==> config.mk <==
export PLATFORM = sky130hd
export DESIGN_NAME = chm_fifo
export DESIGN_NICKNAME = d
export VERILOG_FILES = /design/src/sv/chm_fifo.sv
export SDC_FILE = /design/constraint.sdc
export NUM_CORES = 1
export LEC_CHECK = 0
export ABC_CLOCK_PERIOD_IN_PS = 4570
export BUFFER_PORTS_ARGS = -buffer_cell sky130_fd_sc_hd__buf_2
export CAP_MARGIN = 20
export CORE_MARGIN = 8
export CORE_UTILIZATION = 29
export DETAILED_ROUTE_END_ITERATION = 8
export GPL_TIMING_DRIVEN = 1
export SLEW_MARGIN = 20
export SYNTH_ARGS = -nofsm -noshare
export SYNTH_HDL_FRONTEND = slang
export SYNTH_SLANG_ARGS = --single-unit
==> constraint.sdc <==
create_clock -name clk -period 4.57 [get_ports clk]
set_clock_uncertainty 0.15 [all_clocks]
set_input_delay 0.914 -clock clk [delete_from_list [all_inputs] [get_ports clk]]
set_output_delay 0.914 -clock clk [all_outputs]
set_load 0.01 [all_outputs]
==> src/sv/chm_fifo.sv <==
`timescale 1ns / 1ps
module chm_fifo #(
  parameter int W     = 8,
  parameter int DEPTH = 2
) (
  input  logic         clk,
  input  logic         rst,
  input  logic         push,
  input  logic [W-1:0] push_data,
  output logic         full,
  input  logic         pop,
  output logic         not_empty,
  output logic [W-1:0] head_data
);

  localparam int PTW = (DEPTH > 1) ? $clog2(DEPTH) : 1;
  localparam int CTW = $clog2(DEPTH + 1);

  logic [W-1:0]   slots [DEPTH];
  logic [PTW-1:0] wr_ptr;
  logic [PTW-1:0] rd_ptr;
  logic [CTW-1:0] fill;

  assign full      = (fill == CTW'(DEPTH));
  assign not_empty = (fill != '0);
  assign head_data = slots[rd_ptr];

  always_ff @(posedge clk) begin
    if (push && !full) begin
      slots[wr_ptr] <= push_data;
    end
  end

  always_ff @(posedge clk) begin
    if (rst) begin
      wr_ptr <= '0;
      rd_ptr <= '0;
      fill   <= '0;
    end else begin
      if (push && !full) begin
        wr_ptr <= (wr_ptr == PTW'(DEPTH - 1)) ? '0 : wr_ptr + 1'b1;
      end
      if (pop && not_empty) begin
        rd_ptr <= (rd_ptr == PTW'(DEPTH - 1)) ? '0 : rd_ptr + 1'b1;
      end
      fill <= fill + CTW'(push && !full) - CTW'(pop && not_empty);
    end
  end

endmodule

==> impl_metrics.csv, run 1 <==
group,metric,value,unit
cts,cts_resized,0,
yosys,ys_seq_area_share,71.4,%
final_layout,drive_gt1_share,42.1,%
placement,hpwlAfterDp,1070,µm
yosys,ys_top_cells_by_area,"edfxtp_1, dfxtp_1, mux2_1, mux2_2, ha_1",
sta,tightest_slew,0.366,ns
cts,clkSinkCount,21,
power,total_power,0.000514,W
final_layout,n_antenna_cell,0,
yosys,synth_simple_gate_area_share,7.54,%
yosys,synth_common_cells,"edfxtp_1, dfxtp_1, mux2_1",
yosys,syn_inst,52,
global_routing,antenna_found_initial,0,
setup_path,critPathArrivalTime,1.37,ns
sta,setup_violations,0,
sta,fin_crit_sh,53.2,%
setup_path,cp_num_buf_inv,1,
yosys,synth_compound_area_share,2.31,%
final_layout,final_cell_area,978,µm²
global_routing,grt-ovfl-total,0,
yosys,synthMuxAreaShare,11.1,%
yosys,yosysMostFrequentCell,"edfxtp_1",
setup_path,cp_slowest_cell,"dfxtp_1",
floorplanning,die_x,69.0,µm
placement,io_buffers,21,
yosys,synth_top_family_by_area,"multiplexers",
detailed_routing,met3RoutedLength,153,µm
setup_path,reg2reg_from,"fill[1]",
yosys,yosysUniqueCellTypes,22,
setup_path,worst_path_largest_cell_delay,0.56,ns
sta,maxSlewViolCount,0,
run,drv_cap,0,
cts,clk_path_buf_depth,2,
floorplanning,die_y,69.0,µm
setup_path,crit_path_cell_trace,"mux2_2 -> buf_2",
setup_path,crit_fanout,8,
detailed_routing,drt_pass1_iterations,4,
detailed_routing,drt-met1-wl,608,µm
yosys,synth_fa_ha_area_share,3.08,%
floorplanning,start_util,30.0,%
detailed_routing,drc,0,
floorplanning,rows,19,
final_layout,fillers,278,
sta,tns,0,ns
power,leakagePower,0.407,nW
power,ir_drop,0.311,mV
setup_path,required,3.51,ns
floorplanning,core_region_area,2710,µm²
sta,rsz0062_at_grt,"no",
cts,cts_buffers,3,
cts,clk_latency,0.29,ns
setup_path,crit_type,"register to output port",
setup_path,path_delay_family,"flip-flops",
yosys,syn_nets,66,
hold_path,hold_class,"register to register",
yosys,synth_enable_flop_cells,16,
yosys,ys.flop_type,"edfxtp_1",
floorplanning,io_pins,22,
global_routing,grt_max_degree,12,
yosys,synth_top_area_share,59.1,%
detailed_routing,ant_nets,0,
cts,cts.htree.levels,1,
sta,slew_headroom,75.6,%
global_routing,grt_usage,6.37,%
yosys,yosysTopAreaCell,"edfxtp_1",
yosys,async_flop_share,0,%
yosys,synth-seq-cells,21,
detailed_routing,wirelength,1430,µm
outcome,status,"finished clean",
global_routing,grt_pass1_vias,497,
detailed_routing,drt_iter0_drc,14,
yosys,syn_area,813,µm²
detailed_routing,route.met2.wl,651,µm
cts,cts_tree,"yes",
placement,placed_cell_area,952,µm²
cts,cts_setup_buffers,0,
detailed_routing,vias,471,
setup_path,crit_path_end_kind,"output port",
yosys,ys_warn_count,0,
cts,hold_buffers,0,
detailed_routing,routed.top_layer,"met4",
placement,place_congestion,0.607,
setup_path,start_kind,"register",
detailed_routing,routedWlPerCell,13.3,µm
sta,fmax,0.412,GHz
cts,root_buffer,"clkbuf_4",
hold_path,hold_path_startpoint,"wr_ptr",
power,power_density,525,nW/µm²
sta,hold_viol_final,0,
cts,clk_pin_slew,0.11,ns
sta,period_needed,2.43,ns
detailed_routing,routed_via_density,4.40,
global_routing,grt_pass1_wl,2190,µm
final_layout,syn2layout_area_growth,20.3,%
yosys,synthXorXnorAreaFrac,2.15,%
yosys,synth_area_per_cell,15.6,µm²
final_layout,nNetsFinal,91,
floorplanning,dieArea,4750,µm²
kinds of logic after synthesis:
group                      count (synthesis)
and+or+nand+nor                           11
muxes                                      8
adders and majority gates                  2
xor gates and xnor gates                   2
buffers and inverters                      5
DFF                                       21
AOI/OAI and AO/OA                          3
final cells by class:
class,count,area [µm²],share of cell area (%)
Multi-Input combinational cell,26,213,21.7
Clock buffer,4,26.3,2.69
Tap cell,31,38.8,3.96
Sequential cell,21,581,59.3
Timing Repair Buffer,21,105,10.7
Inverter,4,15.0,1.53
worst register-to-register path: cells and delay by family (launching register included):
family,cells,cell delay [ns]
xor gates and xnor gates,1,0.14
buffers and inverters,1,0.04
and+or+nand+nor,2,0.30
AOI/OAI and AO/OA,1,0.24
DFF,1,0.36
adders and majority gates,2,0.44
final timing paths:
path	to	slack, ns	cells after the start
worst min-delay path	wr_ptr	0.35	2
worst max-delay path	head_data[3]	2.14	2
worst min register to register	wr_ptr	0.35	2
worst max register to register	fill[1]	2.83	7
metal layers:
metal  global-route usage, %  vias up
li1                        -      233
met1                    6.92      220
met2                    10.6       16
met3                    3.07        2
met4                    2.26        0
met5                       0        -
through the flow:
step / std cells / utilization [%] / hold WS (ns) / setup slack, ns
after floorplan: 52 / - / 0.301 / 2.46
after global placement: 103 / 35.1 / 0.318 / 2.34
after detailed placement: 103 / 35.1 / 0.339 / 2.25
after CTS: 107 / 36.1 / 0.356 / 2.10
after global routing: 107 / 36.1 / 0.367 / 2.03
final: 107 / 36.1 / 0.349 / 2.14
sequential cells by signal, indices dropped and copies added (netlist names), named ones only:
name and count:
wr_ptr 1, slots 16, fill 2, rd_ptr 1
where the power goes:
part / leakage, nW / internal, W / switching [W]
clock: 0.0150 / 0.0000339 / 0.0000508
combinational: 0.201 / 0.0000795 / 0.0000789
sequential: 0.191 / 0.000247 / 0.0000245
total: 0.407 / 0.000360 / 0.000154
layout by cell type, fill, tap and decap left out, types with 2 or more instances in the layout:
cell | synthesis | final
buf_2 | 1 | 21
edfxtp_1 | 16 | 16
mux2_1 | 5 | 5
dfxtp_1 | 5 | 5
inv_1 | 3 | 3
mux2_2 | 3 | 3
nor2_1 | 3 | 3
clkbuf_4 | 0 | 3
ha_1 | 2 | 2
Note: power is estimated with default switching activity, not from simulation.
==> run 2, diff against run 1 <==
ABC_CLOCK_PERIOD_IN_PS = 2450   (was 4570)
clock period = 2.45 ns   (was 4.57 ns; I/O delays follow)
==> run 2 against run 1 <==
Count of clock-buffer cells in the layout decreased by 1. Sequential power grew 87%. Worst hold slack worse by 0.12 ns. Non-clock buffer count is the same. Design area rose by 0.13%. Via count is 1.3% lower. Critical path type unchanged.
==> impl_metrics.csv, run 2 (synthesized netlist as in run 1, its figures left out) <==
group,metric,value,unit
setup_path,critPathArrivalTime,1.38,ns
global_routing,grt-ovfl-total,0,
global_routing,use_met1,6.53,%
sta,fmax,0.494,GHz
final_layout,nNetsFinal,91,
setup_path,worstReg2RegEnd,"fill[1]",
cts,cts_tree,"yes",
placement,place_congestion,0.611,
global_routing,grt_pass1_vias,521,
cts,cts_resized,0,
hold_path,min_to,"slots[0][3]",
placement,placed_cell_area,952,µm²
detailed_routing,vias,465,
final_layout,multi_input_area,213,µm²
hold_path,hold_class,"primary input to register",
hold_path,hold_path_startpoint,"push_data[3]",
setup_path,start_kind,"register",
setup_path,reg2reg_from,"fill[1]",
detailed_routing,routedWlPerCell,13.5,µm
final_layout,regArea,581,µm²
run,drv_cap,0,
final_layout,reg_top3,"slots: 16 flops, fill: 2 flops",
sta,hold_viol_final,0,
hold_path,min_path_cells,1,
power,power_density,987,nW/µm²
global_routing,grt_use_met3,4.04,%
detailed_routing,drt_iter0_drc,8,
global_routing,antenna_found_initial,0,
power,ir_drop,0.533,mV
sta,setup_violations,0,
final_layout,stdcell_count,107,
detailed_routing,ant_nets,0,
global_routing,grt_max_degree,13,
detailed_routing,wirelength,1440,µm
cts,hold_buffers,0,
setup_path,ff2ff_path_depth,7,
sta,fin_crit_sh,82.6,%
outcome,status,"finished clean",
cts,clk_path_buf_depth,2,
global_routing,met2_usage,11.2,%
global_routing,grt_pass1_wl,2260,µm
final_layout,syn2layout_area_growth,20.5,%
setup_path,rrSetupSlack,0.71,ns
power,leakagePower,0.409,nW
final_layout,largest_reg_flops,16,
detailed_routing,drc,0,
detailed_routing,drt_pass1_iterations,4,
floorplanning,rows,19,
final_layout,drive_gt1_share,43.4,%
sta,rsz0062_at_grt,"no",
cts,cts.htree.levels,1,
power,total_power,0.000967,W
setup_path,crit_path_end_kind,"output port",
floorplanning,io_pins,22,
cts,root_buffer,"clkbuf_4",
final_layout,mostFrequentLayoutCells,"buf_2, edfxtp_1, mux2_1, dfxtp_1",
global_routing,top_usage_layer,"met2",
placement,placed_cells_incl_taps,103,
sta,period_needed,2.02,ns
cts,cts_setup_buffers,0,
setup_path,crit_fanout,8,
placement,io_buffers,21,
final_layout,n_antenna_cell,0,
global_routing,grt_usage,6.50,%
final_layout,layout_commonest_cell,"buf_2",
cts,clk_pin_slew,0.11,ns
floorplanning,start_util,30.0,%
final_layout,largest-register,"slots",
detailed_routing,routed_via_density,4.35,
cts,cts_buffers,3,
sta,tightest_slew,0.382,ns
final_layout,fillers,282,
floorplanning,core_region_area,2710,µm²
cts,clkSinkCount,21,
placement,hpwlAfterDp,1080,µm
cts,clk_latency,0.29,ns
setup_path,required,1.81,ns
setup_path,crit_type,"register to output port",
final_layout,final_cell_area,980,µm²
floorplanning,die_y,69.0,µm
sta,tns,0,ns
sta,slew_headroom,74.5,%
floorplanning,die_x,69.0,µm
sta,maxSlewViolCount,0,
floorplanning,dieArea,4750,µm²
-- run 2: per-stage QoR --
stage	setup WS [ns]	hold slack [ns]	utilization, %
after floorplan	0.768	0.301	-
after global placement	0.649	0.317	35.1
after detailed placement	0.593	0.332	35.1
after CTS	0.390	0.209	36.1
after global routing	0.331	0.210	36.1
final	0.427	0.226	36.1
-- run 2: worst max path at each step --
stage                              end  slack, ns
after floorplan                fill[1]       0.77
after global placement         fill[1]       0.65
after detailed placement       fill[1]       0.59
after CTS                 head_data[3]       0.39
after global routing      head_data[3]       0.33
final                     head_data[3]       0.43
-- run 2: layout make-up --
type	instances	share of cell area [%]
sequential	21	59.3
timing repair buffer	21	10.7
clock buffer	3	2.30
inverter	4	1.53
tap	31	3.96
multi-input combinational	26	21.7
clock inverter	1	0.511
-- run 2: where the power goes --
part / switching (W) / total [W] / leakage (nW) / internal (W)
combinational: 0.000150 / 0.000301 / 0.201 / 0.000150
clock: 0.0000971 / 0.000158 / 0.0177 / 0.0000607
sequential: 0.0000482 / 0.000508 / 0.191 / 0.000460
total: 0.000296 / 0.000967 / 0.409 / 0.000671
-- run 2: critical path, cell delays in order, from the launching register on --
cell     delay (ns)
dfxtp_1        0.57
mux2_2         0.38
buf_2          0.14
-- run 2: per-layer routing --
| metal | vias to the layer above | part of all wire, % |
|---|---|---|
| met5 | - | 0 |
| met4 | 0 | 0 |
| met3 | 0 | 11 |
| met2 | 16 | 48 |
| met1 | 217 | 42 |
| li1 | 232 | - |
