==> src/sv/chm_pkg.sv <==
`timescale 1ns / 1ps
package chm_pkg;

  localparam int KEY_W     = 64;
  localparam int HASH_W    = 32;
  localparam int VAL_W     = 64;
  localparam int CNT_W     = 7;
  localparam int CFG_W     = 9;
  localparam int DIV_STEPS = 16;
  localparam int QDEPTH    = 2;

  typedef enum logic [1:0] {
    CMD_ADD,
    CMD_GET,
    CMD_REMOVE,
    CMD_ITER
  } cmd_t;

  typedef enum logic [2:0] {
    ST_INSERTED,
    ST_UPDATED,
    ST_FOUND,
    ST_NOTFOUND,
    ST_FULL,
    ST_REMOVED,
    ST_ENTRY,
    ST_EMPTY
  } status_t;

  typedef struct packed {
    cmd_t                cmd;
    logic [KEY_W-1:0]    key;
    logic [HASH_W-1:0]   hash;
    logic [VAL_W-1:0]    value;
  } req_t;

  typedef struct packed {
    logic clearing;
    logic empty;
  } back_stat_t;

  typedef enum logic [1:0] {
    F_IDLE,
    F_DIV,
    F_PUSH
  } front_state_t;

  typedef enum logic [3:0] {
    B_CLEAR,
    B_IDLE,
    B_HEAD_RD,
    B_HEAD_WAIT,
    B_WALK_RD,
    B_WALK_CHK,
    B_UPD,
    B_RM1,
    B_RM2,
    B_ALLOC_RD,
    B_ALLOC_WAIT,
    B_INS1,
    B_INS2,
    B_ITER_RD,
    B_ITER_EMIT,
    B_EMIT
  } back_state_t;

endpackage

==> src/sv/chm_front.sv <==
`timescale 1ns / 1ps
module chm_front #(
  parameter int BUCKETS = 256,
  parameter int BW      = 8,
  parameter int CW      = 9
) (
  input  logic                            clk,
  input  logic                            rst,
  input  logic                            s_tvalid,
  output logic                            s_tready,
  input  logic [159:0]                    s_tdata,
  input  logic [1:0]                      s_tuser,
  input  logic                            cfg_valid,
  output logic                            cfg_ready,
  input  logic [chm_pkg::CFG_W-1:0]       cfg_data,
  input  chm_pkg::back_stat_t             stat,
  output logic                            q_push,
  output logic [BW+$bits(chm_pkg::req_t)-1:0] q_data,
  input  logic                            q_full
);

  localparam int SW = $clog2(chm_pkg::DIV_STEPS);

  chm_pkg::front_state_t state, state_next;
  chm_pkg::req_t         req;
  logic [chm_pkg::HASH_W-1:0] hsh;
  logic [CW:0]           rem;
  logic [CW:0]           r1, r2;
  logic [SW-1:0]         steps;
  logic [CW-1:0]         bc;

  // Two restoring steps of hash mod bucket count per cycle, MSB first.
  always_comb begin
    r1 = {rem[CW-1:0], hsh[chm_pkg::HASH_W-1]};
    if (r1 >= {1'b0, bc}) begin
      r1 = r1 - {1'b0, bc};
    end
    r2 = {r1[CW-1:0], hsh[chm_pkg::HASH_W-2]};
    if (r2 >= {1'b0, bc}) begin
      r2 = r2 - {1'b0, bc};
    end
  end

  always_comb begin
    state_next = state;
    case (state)
      chm_pkg::F_IDLE: begin
        if (s_tvalid && s_tready) state_next = chm_pkg::F_DIV;
      end
      chm_pkg::F_DIV: begin
        if (steps == SW'(chm_pkg::DIV_STEPS - 1)) state_next = chm_pkg::F_PUSH;
      end
      chm_pkg::F_PUSH: begin
        if (!q_full) state_next = chm_pkg::F_IDLE;
      end
      default: state_next = chm_pkg::F_IDLE;
    endcase
  end

  always_comb begin
    s_tready = (state == chm_pkg::F_IDLE) && !stat.clearing;
    q_push   = (state == chm_pkg::F_PUSH) && !q_full;
  end

  assign cfg_ready = 1'b1;
  assign q_data    = {rem[BW-1:0], req};

  always_ff @(posedge clk) begin
    if (rst) begin
      state <= chm_pkg::F_IDLE;
      bc    <= CW'((61 > BUCKETS) ? BUCKETS : 61);
    end else begin
      state <= state_next;
      // The bucket count only changes while the map holds nothing.
      if (cfg_valid && stat.empty) begin
        if (cfg_data == '0) begin
          bc <= CW'(1);
        end else if (32'(cfg_data) > 32'(BUCKETS)) begin
          bc <= CW'(BUCKETS);
        end else begin
          bc <= CW'(cfg_data);
        end
      end
    end
  end

  always_ff @(posedge clk) begin
    if (state == chm_pkg::F_IDLE && s_tvalid && s_tready) begin
      req.cmd   <= chm_pkg::cmd_t'(s_tuser);
      req.key   <= s_tdata[63:0];
      req.hash  <= s_tdata[95:64];
      req.value <= s_tdata[159:96];
      hsh       <= s_tdata[95:64];
      rem       <= '0;
      steps     <= '0;
    end else if (state == chm_pkg::F_DIV) begin
      rem   <= r2;
      hsh   <= {hsh[chm_pkg::HASH_W-3:0], 2'b00};
      steps <= steps + 1'b1;
    end
  end

endmodule

==> config.mk <==
export PLATFORM = sky130hd
export DESIGN_NAME = chm_front
export DESIGN_NICKNAME = d
export VERILOG_FILES = /design/src/sv/chm_pkg.sv /design/src/sv/chm_front.sv
export SDC_FILE = /design/constraint.sdc
export NUM_CORES = 1
export LEC_CHECK = 0
export BUFFER_PORTS_ARGS = -buffer_cell sky130_fd_sc_hd__buf_4
export CORE_UTILIZATION = 35
export CTS_BUF_LIST = sky130_fd_sc_hd__clkbuf_16
export DETAILED_ROUTE_END_ITERATION = 12
export GPL_TIMING_DRIVEN = 0
export REMOVE_ABC_BUFFERS = 1
export SLEW_MARGIN = 30
export SYNTH_ARGS = -nofsm -noshare
export SYNTH_HDL_FRONTEND = slang
export SYNTH_SLANG_ARGS = --single-unit
==> constraint.sdc <==
create_clock -name clk -period 5.56 [get_ports clk]
set_input_delay 0.556 -clock clk [delete_from_list [all_inputs] [get_ports clk]]
set_output_delay 0.556 -clock clk [all_outputs]
set_load 0.02 [all_outputs]
==> results of run 1 <==
through the flow:
stage	instances	hold slack (ns)	cell area (um2)	setup TNS (ns)	worst slack, ns
floorplan	448	0.430	8070	-241.45	-2.38
finish	1160	0.220	12000	0	1.19
detailed placement	1114	0.457	11200	0	1.24
global placement	1110	0.450	11100	-632.80	-5.13
global route	1160	0.188	12000	0	0.829
CTS	1158	0.192	12000	0	1.21
where the power goes:
part           switching [W]  internal [W]
sequential         0.0000587       0.00192
clock               0.000631      0.000974
combinational       0.000644      0.000545
total                0.00133       0.00344
kinds of logic after synthesis:
group	after synthesis
other cells	1
xor+xnor	14
fa+ha+maj	21
buf+inv	35
flops	218
compound gates	68
simple gates	73
mux	37
sequential cells by signal, summed over array words and instances (netlist names):
register / count
rem: 9
hsh: 32
q_data: 162
state: 2
steps: 4
bc: 9
routing by layer:
| layer | GRT usage [%] | vias to the layer above | part of all wire (%) |
|---|---|---|---|
| met1 | 20.4 | 2634 | 37 |
| met4 | 4.67 | 0 | 1.5 |
| met2 | 32.1 | 213 | 53 |
| li1 | - | 2519 | - |
| met3 | 5.38 | 23 | 8.1 |
| met5 | 0 | - | 0 |
synth_stat cells, drive strengths merged, types with 4 or more instances:
cell      n  area, um2
nor3      4       20.0
edfxtp  194       5830
inv      16       60.1
o21ai     6       30.0
mux2     34        387
nand3     5       25.0
xnor2     8       70.1
nand4     4       25.0
nor2     19       71.3
nand2    15       56.3
dfxtp    24        480
a21o      7       55.1
a211oi    6       50.1
ha       19        238
nand2b    5       31.3
nor3b    10       75.1
o211ai    4       40.0
xor2      6       52.6
a21oi    18       93.8
buf      16        114
a211o     5       43.8
cells in the final DEF, fill, tap and decap left out, types with 4 or more instances in the layout:
cell	n
nor3b_1	10
clkbuf_16	24
inv_1	20
nand2_1	15
bufinv_16	4
edfxtp_1	194
nand3_1	5
a211oi_1	5
xnor2_1	8
o21ai_0	6
nand4_1	4
ha_1	19
a21o_1	5
a21oi_1	17
clkinv_1	5
buf_16	4
buf_4	349
mux2_2	33
nor2_1	19
xor2_1	6
a211o_1	5
nor3_1	4
dfxtp_1	24
nand2b_1	5
final timing paths:
check | start | endpoint | slack (ns) | cells after the start
min | s_tdata[21] | q_data[117]$_DFFE_PP_ | 0.22 | 1
min reg2reg | bc[5]$_SDFFE_PP1P_ | bc[5]$_SDFFE_PP1P_ | 0.47 | 1
max | hsh[31]$_DFFE_PP_ | rem[6]$_SDFFE_PP0P_ | 1.19 | 15
max reg2reg | hsh[31]$_DFFE_PP_ | rem[6]$_SDFFE_PP0P_ | 1.19 | 15
cell type report:
type	instances	share of cell area, %
inverter	16	0.500
sequential	218	52.5
tap	313	3.26
clock inverter	20	1.73
clock buffer	24	5.00
antenna	2	0.0417
multi-input combinational	214	14.2
timing repair buffer	353	22.7
==> impl_metrics.yaml, run 1 <==
power:
  power_leakage_nw: 4.92
  design_power_total_w: 0.00477
  ir_drop_v: 0.000192
  areal_power_density_over_the_cells_nw_per_um2: 397
yosys:
  yosys_most_used_dff: "edfxtp_1"
  synthAdderAreaFrac_pct: 3.39
  synth_enable_flop_cells: 194
  synth.area.mux_share_pct: 5.08
  synthXorXnorAreaFrac_pct: 1.50
  yosys.cell_types.count: 55
  mappedNetlistArea_um2: 8200
  async_flop_share_pct: 0
  synth_sequential_area_ratio_pct: 76.9
  synth-compound-area-share_pct: 6.21
  postSynthAreaPerCell_um2: 17.6
  synth_top_family_by_area: "compound AO/OA/AOI/OAI gates"
  synth_area_in_simple_gates_pct: 4.58
  yosys_warnings: 0
  ys_seq_elements: 218
  postSynthCellCount: 467
floorplanning:
  design.die.area_um2: 24000
  die_width_um: 155
  die-height_um: 155
  design.portCount: 351
  design.core.area_um2: 22800
  initial_util_pct: 36.0
  rows: 55
drt:
  wl_um: 22300
  drt-initial-drc-count: 285
  vias_per_cell: 4.65
  antenna_violating_nets_post_route: 0
  routed-via-count: 5389
  detail_route.first_pass.iterations: 4
  detail_route.drc_violations: 0
  wl_per_cell_um: 19.3
cts:
  postCtsSetupBuffers: 0
  clock_tree_from_tritoncts: "built"
  numCtsBuffers: 24
  cts_num_sinks: 218
  cts.hold.buffers_added: 0
  post_cts_repair_resize_count: 0
  ctsRootBufferMaster: "clkbuf_16"
  cts-root-to-sink-buffers: 3
  worst_skew_pair.late_latency_ns: 0.50
  clock_edge_transition_at_the_registers_on_the_reported_setup_and_hold_paths_ns: 0.06
  cts_max_level: 1
grt:
  global_route.usage.total_pct: 17.8
  grt_max_degree: 53
  globalRouteOverflowTotal: 0
  wire_length_of_the_first_global_routing_pass_um: 32300
  antenna_found_initial: 2
  grt_pass1_vias: 5531
timing:
  rsz0062_at_grt: "false"
  final-max-slew-violation-count: 0
  worst_pin_slew_ns: 0.765
  finalHoldViolations: 0
  max_freq_mhz: 229
  final_min_period_over_clock_period_pct: 78.6
  fin_worst_skew_ns: 0.0122
  finalCriticalPeriod_ns: 4.37
  worst_slew_margin_relative_to_its_limit_pct: 49.0
  timing.final.setup_violations: 0
worst_setup_path:
  critical_path_class: "reg -> reg"
  critPathSlowestCell: "fa_1"
  crit_path_start_kind: "register"
  cp_data_required_time_ns: 5.95
  critPathMaxStageDelay_ns: 0.45
  crit_path_cell_trace: "inv_1, ha_1, inv_1, fa_1, a211oi_2, o211ai_2, a21o_2, mux2_4, ha_1, a211oi_1, nor3b_1, o31ai_1, o211ai_2, and2_1, a211o_1"
  arrival_ns: 4.76
  crit_buf_inv: 2
  crit_family: "compound AO/OA/AOI/OAI gates"
  critical_path_peak_fanout: 11
  timing.critical_path.to_type: "register"
finish:
  layout-area-overhead-vs-synth_pct: 46.5
  layout.filler_cells: 1901
  nets: 1026
  multi_input_area_um2: 1710
  share_of_layout_cells_above_drive_strength_1_pct: 51.2
  postLayoutCoreUtil_pct: 52.7
  area.sequential_um2: 6310
placement:
  dp.final_hpwl_um: 17400
  port_buffers: 349
  gp_congestion: 0.885
run:
  drv_cap: 0
run_status:
  run_status: "finished, final reports clean"
min_path:
  min_path_type: "in -> reg"
(Power assumes the default switching activity.)
==> run 2, diff against run 1 <==
--- a/config.mk
+++ b/config.mk
@@ -5,6 +5,7 @@
 export SDC_FILE = /design/constraint.sdc
 export NUM_CORES = 1
 export LEC_CHECK = 0
+export ABC_AREA = 1
 export BUFFER_PORTS_ARGS = -buffer_cell sky130_fd_sc_hd__buf_4
 export CORE_UTILIZATION = 35
 export CTS_BUF_LIST = sky130_fd_sc_hd__clkbuf_16
==> constraint.sdc (replaced) <==
create_clock -name clk -period 3.7 [get_ports clk]
set_input_delay 0.37 -clock clk [delete_from_list [all_inputs] [get_ports clk]]
set_output_delay 0.37 -clock clk [all_outputs]
set_load 0.02 [all_outputs]
==> run 2 against run 1 <==
Compared with the run above:
- clock power up 40%
- register-to-register slack got worse by 0.90 ns
- area after synthesis grew 2.5%
- clock skew up 0.0050 ns
- maximum frequency grew 28%
- total power up 58%
- sequential cell count is the same
- global-route usage grew 1.1 points
- critical path depth is 6 higher
- cell count rose by 21%
- setup slack got worse by 0.90 ns
- wire length up 6.0%
- critical endpoint unchanged
==> impl_metrics.yaml, run 2 <==
placement:
  preCtsSetupSlack_ns: 0.184
  port_buffers: 349
  dp.final_hpwl_um: 17400
  gp_congestion: 0.892
worst_setup_path:
  reg2reg_from: "hsh[31]$_DFFE_PP_"
  crit_family: "simple AND/OR/NAND/NOR gates"
  setup.reg_to_reg.worst_slack_ns: 0.29
  arrival_ns: 3.81
  crit_buf_inv: 3
  critPathSlowestCell: "fa_1"
  crit_path_start_kind: "register"
  critPathMaxStageDelay_ns: 0.44
  top_cell_by_count_worst_path: "nand2_1"
  critical_path_peak_fanout: 13
  worst-r2r-cell-count: 21
  reg2reg_to: "rem[6]$_SDFFE_PP0P_"
  critical_path_class: "reg -> reg"
  cp_data_required_time_ns: 4.10
  timing.critical_path.to_type: "register"
  crit_path_cell_trace: "inv_1, ha_1, inv_1, fa_2, nand2_1, nand3_2, nand2_4, nand2_8, o21ai_2, inv_1, fa_1, nand3_1, nand2_1, nand2_1, nand2_1, a21oi_2, nand2_2, nor2_8, nand2_1, nand3_1, nand2_1"
  path_depth: 21
drt:
  detail_route.drc_violations: 0
  detail_route.first_pass.iterations: 4
  antenna_violating_nets_post_route: 0
  drt-initial-drc-count: 303
  routed-via-count: 6191
  wl_per_cell_um: 16.9
  vias_per_cell: 4.41
  wl_um: 23700
cts:
  worst_skew_pair.late_latency_ns: 0.53
  numCtsBuffers: 24
  cts-root-to-sink-buffers: 3
  cts_num_sinks: 218
  clock_edge_transition_at_the_registers_on_the_reported_setup_and_hold_paths_ns: 0.06
  ctsRootBufferMaster: "clkbuf_16"
  cts_max_level: 1
  clock_tree_from_tritoncts: "built"
power:
  areal_power_density_over_the_cells_nw_per_um2: 584
  power_leakage_nw: 5.74
  ir_drop_v: 0.000408
timing:
  finalCriticalPeriod_ns: 3.41
  rsz0062_at_grt: "false"
  worst_pin_slew_ns: 0.826
  worst_slew_margin_relative_to_its_limit_pct: 44.8
  final_min_period_over_clock_period_pct: 92.1
  fin_worst_skew_ns: 0.0172
  final-max-slew-violation-count: 0
  max_freq_mhz: 293
  finalHoldViolations: 0
  timing.final.setup_violations: 0
  setup_slack_ns: 0.292
floorplanning:
  initial_util_pct: 35.7
  die_width_um: 157
  design.portCount: 351
  rows: 56
  design.die.area_um2: 24600
  die-height_um: 157
  design.core.area_um2: 23500
yosys:
  synth_area_in_simple_gates_pct: 13.5
  yosys_warnings: 0
  postSynthCellCount: 630
  yosys.cell_types.count: 39
  synth_enable_flop_cells: 194
  yosys_most_used_dff: "edfxtp_1"
  synthXorXnorAreaFrac_pct: 1.15
  post_synth_top_area_cell: "edfxtp_1"
  ys_seq_elements: 218
  synth_top_area_share_pct: 69.3
  postSynthAreaPerCell_um2: 13.3
  mappedNetlistArea_um2: 8400
  synthAdderAreaFrac_pct: 3.31
  async_flop_share_pct: 0
  synth_sequential_area_ratio_pct: 75.0
  synth.area.mux_share_pct: 0
  synth.top_cells.by_area: "edfxtp_1 69%, nand2_1 8.5%, dfxtp_1 5.7%"
  synth-compound-area-share_pct: 2.68
  synth_top_family_by_area: "simple AND/OR/NAND/NOR gates"
  synthMostInstantiatedCell: "edfxtp_1"
  synth_common_cells: "194 x edfxtp_1, 190 x nand2_1, 58 x inv_1, 24 x dfxtp_1, 24 x nand3_1"
min_path:
  timing.hold.worst.start: "s_tdata[150]"
  hold_path_end: "q_data[54]$_DFFE_PP_"
  min_path_type: "in -> reg"
  count_of_cells_along_the_worst_hold_path: 1
finish:
  share_of_layout_cells_above_drive_strength_1_pct: 37.8
  postLayoutCoreUtil_pct: 54.9
  nets: 1266
  layout.cells.most_common: "buf_4"
  largest_register_ff_count: 162
  most_used_cells_in_the_layout_excluding_fill_and_tap_cells: "351 x buf_4, 194 x edfxtp_1, 189 x nand2_1"
  layout-area-overhead-vs-synth_pct: 53.8
run:
  drv_cap: 0
grt:
  wire_length_of_the_first_global_routing_pass_um: 34500
  antenna_found_initial: 1
  grt_pass1_vias: 6327
  global_route.usage.total_pct: 18.9
  grt_max_degree: 89
  globalRouteOverflowTotal: 0
run_status:
  run_status: "finished, final reports clean"
[run 2: report_power, final]
| part | switching [W] | internal [W] | total, W |
|---|---|---|---|
| Combinational | 0.00133 | 0.000976 | 0.00231 |
| Clock | 0.000936 | 0.00132 | 0.00225 |
| Sequential | 0.000100 | 0.00290 | 0.00300 |
[run 2: worst max path at each step]
stage | startpoint | slack, ns | end
2_1_floorplan | state[1]$_SDFFE_PP0P_ | -1.50 | q_data[0]$_DFFE_PP_
3_3_place_gp | stat[1] | -3.66 | hsh[24]$_DFFE_PP_
3_5_place_dp | hsh[31]$_DFFE_PP_ | 0.18 | rem[6]$_SDFFE_PP0P_
4_1_cts | bc[0]$_SDFFE_PP1P_ | 0.17 | rem[5]$_SDFFE_PP0P_
5_1_grt | hsh[31]$_DFFE_PP_ | 0.03 | rem[6]$_SDFFE_PP0P_
6_report | hsh[31]$_DFFE_PP_ | 0.29 | rem[6]$_SDFFE_PP0P_
[run 2: metrics by stage]
stage | cell area [um2] | cells | hold slack, ns | power [W] | setup TNS [ns]
floorplan | 8270 | 611 | 0.439 | 0.00460 | -285.39
global placement | 11300 | 1279 | 0.454 | 0.00524 | -642.05
detailed placement | 11400 | 1282 | 0.468 | 0.00525 | 0
CTS | 12900 | 1398 | 0.0000314 | 0.00759 | 0
global route | 12900 | 1403 | 0.000501 | 0.00801 | 0
finish | 12900 | 1403 | 0.0235 | 0.00755 | 0
[run 2: timing repair]
| item | 4_1_cts | 5_1_grt |
|---|---|---|
| buffers inserted | 0 | 2 |
| endpoints found under the setup margin | 0 | 9 |
| endpoints found under the hold margin | 74 | 2 |
| gates resized for setup | 0 | 5 |
| hold buffers | 74 | 2 |
[run 2: worst register-to-register path: stages, from the launching register on]
cell	delay (ns)
edfxtp_1	0.40
inv_1	0.08
ha_1	0.13
inv_1	0.07
fa_2	0.38
nand2_1	0.11
nand3_2	0.10
nand2_4	0.13
nand2_8	0.10
o21ai_2	0.16
inv_1	0.10
fa_1	0.44
nand3_1	0.09
nand2_1	0.11
nand2_1	0.08
nand2_1	0.11
a21oi_2	0.22
nand2_2	0.11
nor2_8	0.15
nand2_1	0.07
nand3_1	0.09
nand2_1	0.06
[run 2: kinds of logic after synthesis]
| logic type | Yosys count |
|---|---|
| and+or+nand+nor | 264 |
| DFF | 218 |
| buffers and inverters | 79 |
| AOI/OAI and AO/OA | 36 |
| adders and majority gates | 21 |
| xor gates and xnor gates | 11 |
| other | 1 |
[run 2: cell type report]
type                    count  area, um2
multi-input cells         333       1760
fillers                  2050      10600
repair buffers            430       3480
flip-flops and latches    218       6310
diodes                      1       2.50
well taps                 319        399
clock inverters            18        148
clock buffers              24        601
inverters                  60        234
[run 2: layer usage]
metal	track usage, %	part of all wire, %	vias to the layer above
met5	0	0	-
met4	7.84	3.3	0
met3	6.99	9.2	55
met2	33.2	50	239
met1	20.4	37	2874
li1	-	-	3023
==> run 3, diff against run 2 <==
--- a/config.mk
+++ b/config.mk
@@ -5,7 +5,6 @@
 export SDC_FILE = /design/constraint.sdc
 export NUM_CORES = 1
 export LEC_CHECK = 0
-export ABC_AREA = 1
 export BUFFER_PORTS_ARGS = -buffer_cell sky130_fd_sc_hd__buf_4
 export CORE_UTILIZATION = 35
 export CTS_BUF_LIST = sky130_fd_sc_hd__clkbuf_16
==> run 3 against run 2 <==
Compared with the run above:
- the flow now finishes with violations (negative setup slack)
- maximum frequency fell by 9.0%
- sequential share of layout area rose by 2.5 points
- critical path depth fell by 5
- via count fell by 12%
- register-to-register slack got worse by 0.34 ns
- wire length fell by 4.1%
- final area fell by 4.8%
- critical path type unchanged
- critical endpoint is now rem[3]$_SDFFE_PP0P_
- highest routed layer unchanged
==> impl_metrics.yaml, run 3 (synthesized netlist as in run 1, its figures left out) <==
run_status:
  run_status: "finished with violations"
  failing_checks: "negative setup slack"
cts:
  cts.hold.buffers_added: 0
  cts_max_level: 1
  cts_num_sinks: 218
  ctsRootBufferMaster: "clkbuf_16"
  cts-root-to-sink-buffers: 3
  worst_skew_pair.late_latency_ns: 0.51
  clock_tree_from_tritoncts: "built"
  numCtsBuffers: 24
  clock_edge_transition_at_the_registers_on_the_reported_setup_and_hold_paths_ns: 0.06
grt:
  globalRouteOverflowTotal: 0
  grt_max_degree: 53
  global_route.usage.total_pct: 17.9
  grt_pass1_vias: 5591
  antenna_found_initial: 2
  wire_length_of_the_first_global_routing_pass_um: 32600
timing:
  setup_total_negative_slack_ns: -0.0912
  finalHoldViolations: 0
  finalCriticalPeriod_ns: 3.75
  timing.final.setup_violations: 2
  worst_slew_margin_relative_to_its_limit_pct: 48.9
  fin_worst_skew_ns: 0.0114
  final_min_period_over_clock_period_pct: 101
  worst_pin_slew_ns: 0.766
  setup_slack_ns: -0.0462
  max_freq_mhz: 267
  rsz0062_at_grt: "true"
  final-max-slew-violation-count: 0
drt:
  vias_per_cell: 4.64
  drt-initial-drc-count: 229
  wl_met3_um: 1820
  wirelength_met1_um: 8480
  topRoutingLayerUsed: "met4"
  wl_um: 22700
  routed-wl-met2_um: 12000
  detail_route.first_pass.iterations: 4
  routed-via-count: 5455
  wl_per_cell_um: 19.3
  antenna_violating_nets_post_route: 0
  detail_route.drc_violations: 0
finish:
  multi_input_area_um2: 1890
  layout-area-overhead-vs-synth_pct: 50.2
  most_used_cells_in_the_layout_excluding_fill_and_tap_cells: "362 x buf_4, 194 x edfxtp_1, 33 x mux2_2"
  postLayoutCoreUtil_pct: 54.0
  layout.filler_cells: 1871
  layout.cells.most_common: "buf_4"
  largest_register_ff_count: 162
  nets: 1041
  area.sequential_um2: 6310
  layout.cell_area.non_filler_um2: 12300
  share_of_layout_cells_above_drive_strength_1_pct: 54.9
worst_setup_path:
  arrival_ns: 4.14
  worst-r2r-cell-count: 16
  crit_path_cell_trace: "inv_2, ha_4, inv_2, fa_2, a211oi_4, o211ai_4, a21o_4, mux2_4, ha_4, a211oi_2, nor3b_2, o31ai_2, o211ai_2, buf_4, a32o_1, a21o_1"
  critPathSlowestCell: "edfxtp_1"
  reg2reg_to: "rem[3]$_SDFFE_PP0P_"
  critPathMaxStageDelay_ns: 0.43
  crit_buf_inv: 3
  setup.reg_to_reg.worst_slack_ns: -0.05
  critical_path_class: "reg -> reg"
  timing.critical_path.to_type: "register"
  reg2reg_from: "hsh[31]$_DFFE_PP_"
  cp_data_required_time_ns: 4.09
  crit_path_start_kind: "register"
  critical_path_peak_fanout: 7
  crit_family: "compound AO/OA/AOI/OAI gates"
min_path:
  count_of_cells_along_the_worst_hold_path: 1
  hold_path_end: "q_data[117]$_DFFE_PP_"
  min_path_type: "in -> reg"
  timing.hold.worst.start: "s_tdata[21]"
floorplanning:
  design.die.area_um2: 24000
  die_width_um: 155
  design.portCount: 351
  die-height_um: 155
  rows: 55
  initial_util_pct: 36.0
  design.core.area_um2: 22800
run:
  drv_cap: 0
power:
  areal_power_density_over_the_cells_nw_per_um2: 621
  ir_drop_v: 0.000324
  power_leakage_nw: 5.00
placement:
  place_area_um2: 11200
  port_buffers: 349
  preCtsSetupSlack_ns: -0.621
  gp_congestion: 0.885
  dp.final_hpwl_um: 17400
## run 3: changes by cell type in the layout (fill, tap and decap cells not counted), sizes merged, moves of 4 or more
cell         before  now
nand2           199   15
dlygate4sd3      76    0
inv              69   22
mux2              0   34
nand3            28    5
buf             354  368
nor3b             0   10
a211o             0    5
a21o              2    7
nand2b            0    5
nor2             24   19
a211oi            2    6
nand3b            4    0
o21ai            10    6
## run 3: metal layers
| metal | global-route usage [%] | vias to the layer above |
|---|---|---|
| met5 | 0 | - |
| met4 | 4.67 | 0 |
| met3 | 5.29 | 25 |
| met2 | 32.7 | 231 |
| met1 | 20.4 | 2656 |
| li1 | - | 2543 |
## run 3: cell type report
| cell class | count | share of cell area, % |
|---|---|---|
| repair buffers | 368 | 23.2 |
| inverters | 16 | 0.488 |
| well taps | 313 | 3.18 |
| diodes | 2 | 0.0407 |
| multi-input cells | 214 | 15.3 |
| clock buffers | 24 | 4.88 |
| clock inverters | 20 | 1.69 |
| flip-flops and latches | 218 | 51.2 |
## run 3: per-stage QoR
step / power (W) / hold WS (ns) / instances
6_report: 0.00764 / 0.0342 / 1175
4_1_cts: 0.00747 / 0.00629 / 1168
3_3_place_gp: 0.00478 / 0.450 / 1110
2_1_floorplan: 0.00422 / 0.430 / 448
5_1_grt: 0.00798 / 0.00190 / 1175
3_5_place_dp: 0.00480 / 0.457 / 1114
## run 3: how the worst max path moves through the flow
stage | from | to | slack, ns | cells after the start
6_report | hsh[31]$_DFFE_PP_ | rem[3]$_SDFFE_PP0P_ | -0.05 | 16
5_1_grt | hsh[31]$_DFFE_PP_ | rem[3]$_SDFFE_PP0P_ | -0.20 | 16
4_1_cts | hsh[31]$_DFFE_PP_ | rem[3]$_SDFFE_PP0P_ | -0.23 | 16
3_5_place_dp | hsh[31]$_DFFE_PP_ | rem[6]$_SDFFE_PP0P_ | -0.62 | 15
3_3_place_gp | stat[1] | rem[6]$_SDFFE_PP0P_ | -6.80 | 7
2_1_floorplan | stat[1] | rem[6]$_SDFFE_PP0P_ | -4.06 | 6
## run 3: report_power, final
part	leakage (nW)	total (W)	switching, W	internal [W]
clock	0.406	0.00242	0.000952	0.00146
combinational	2.58	0.00225	0.00113	0.00112
sequential	2.01	0.00298	0.0000927	0.00288
## run 3: what timing repair did
action                                  in CTS  in global routing
pin swaps                                   12                 14
endpoints found under the setup margin       9                  9
setup buffers                               10                  5
resized for setup                           17                 22
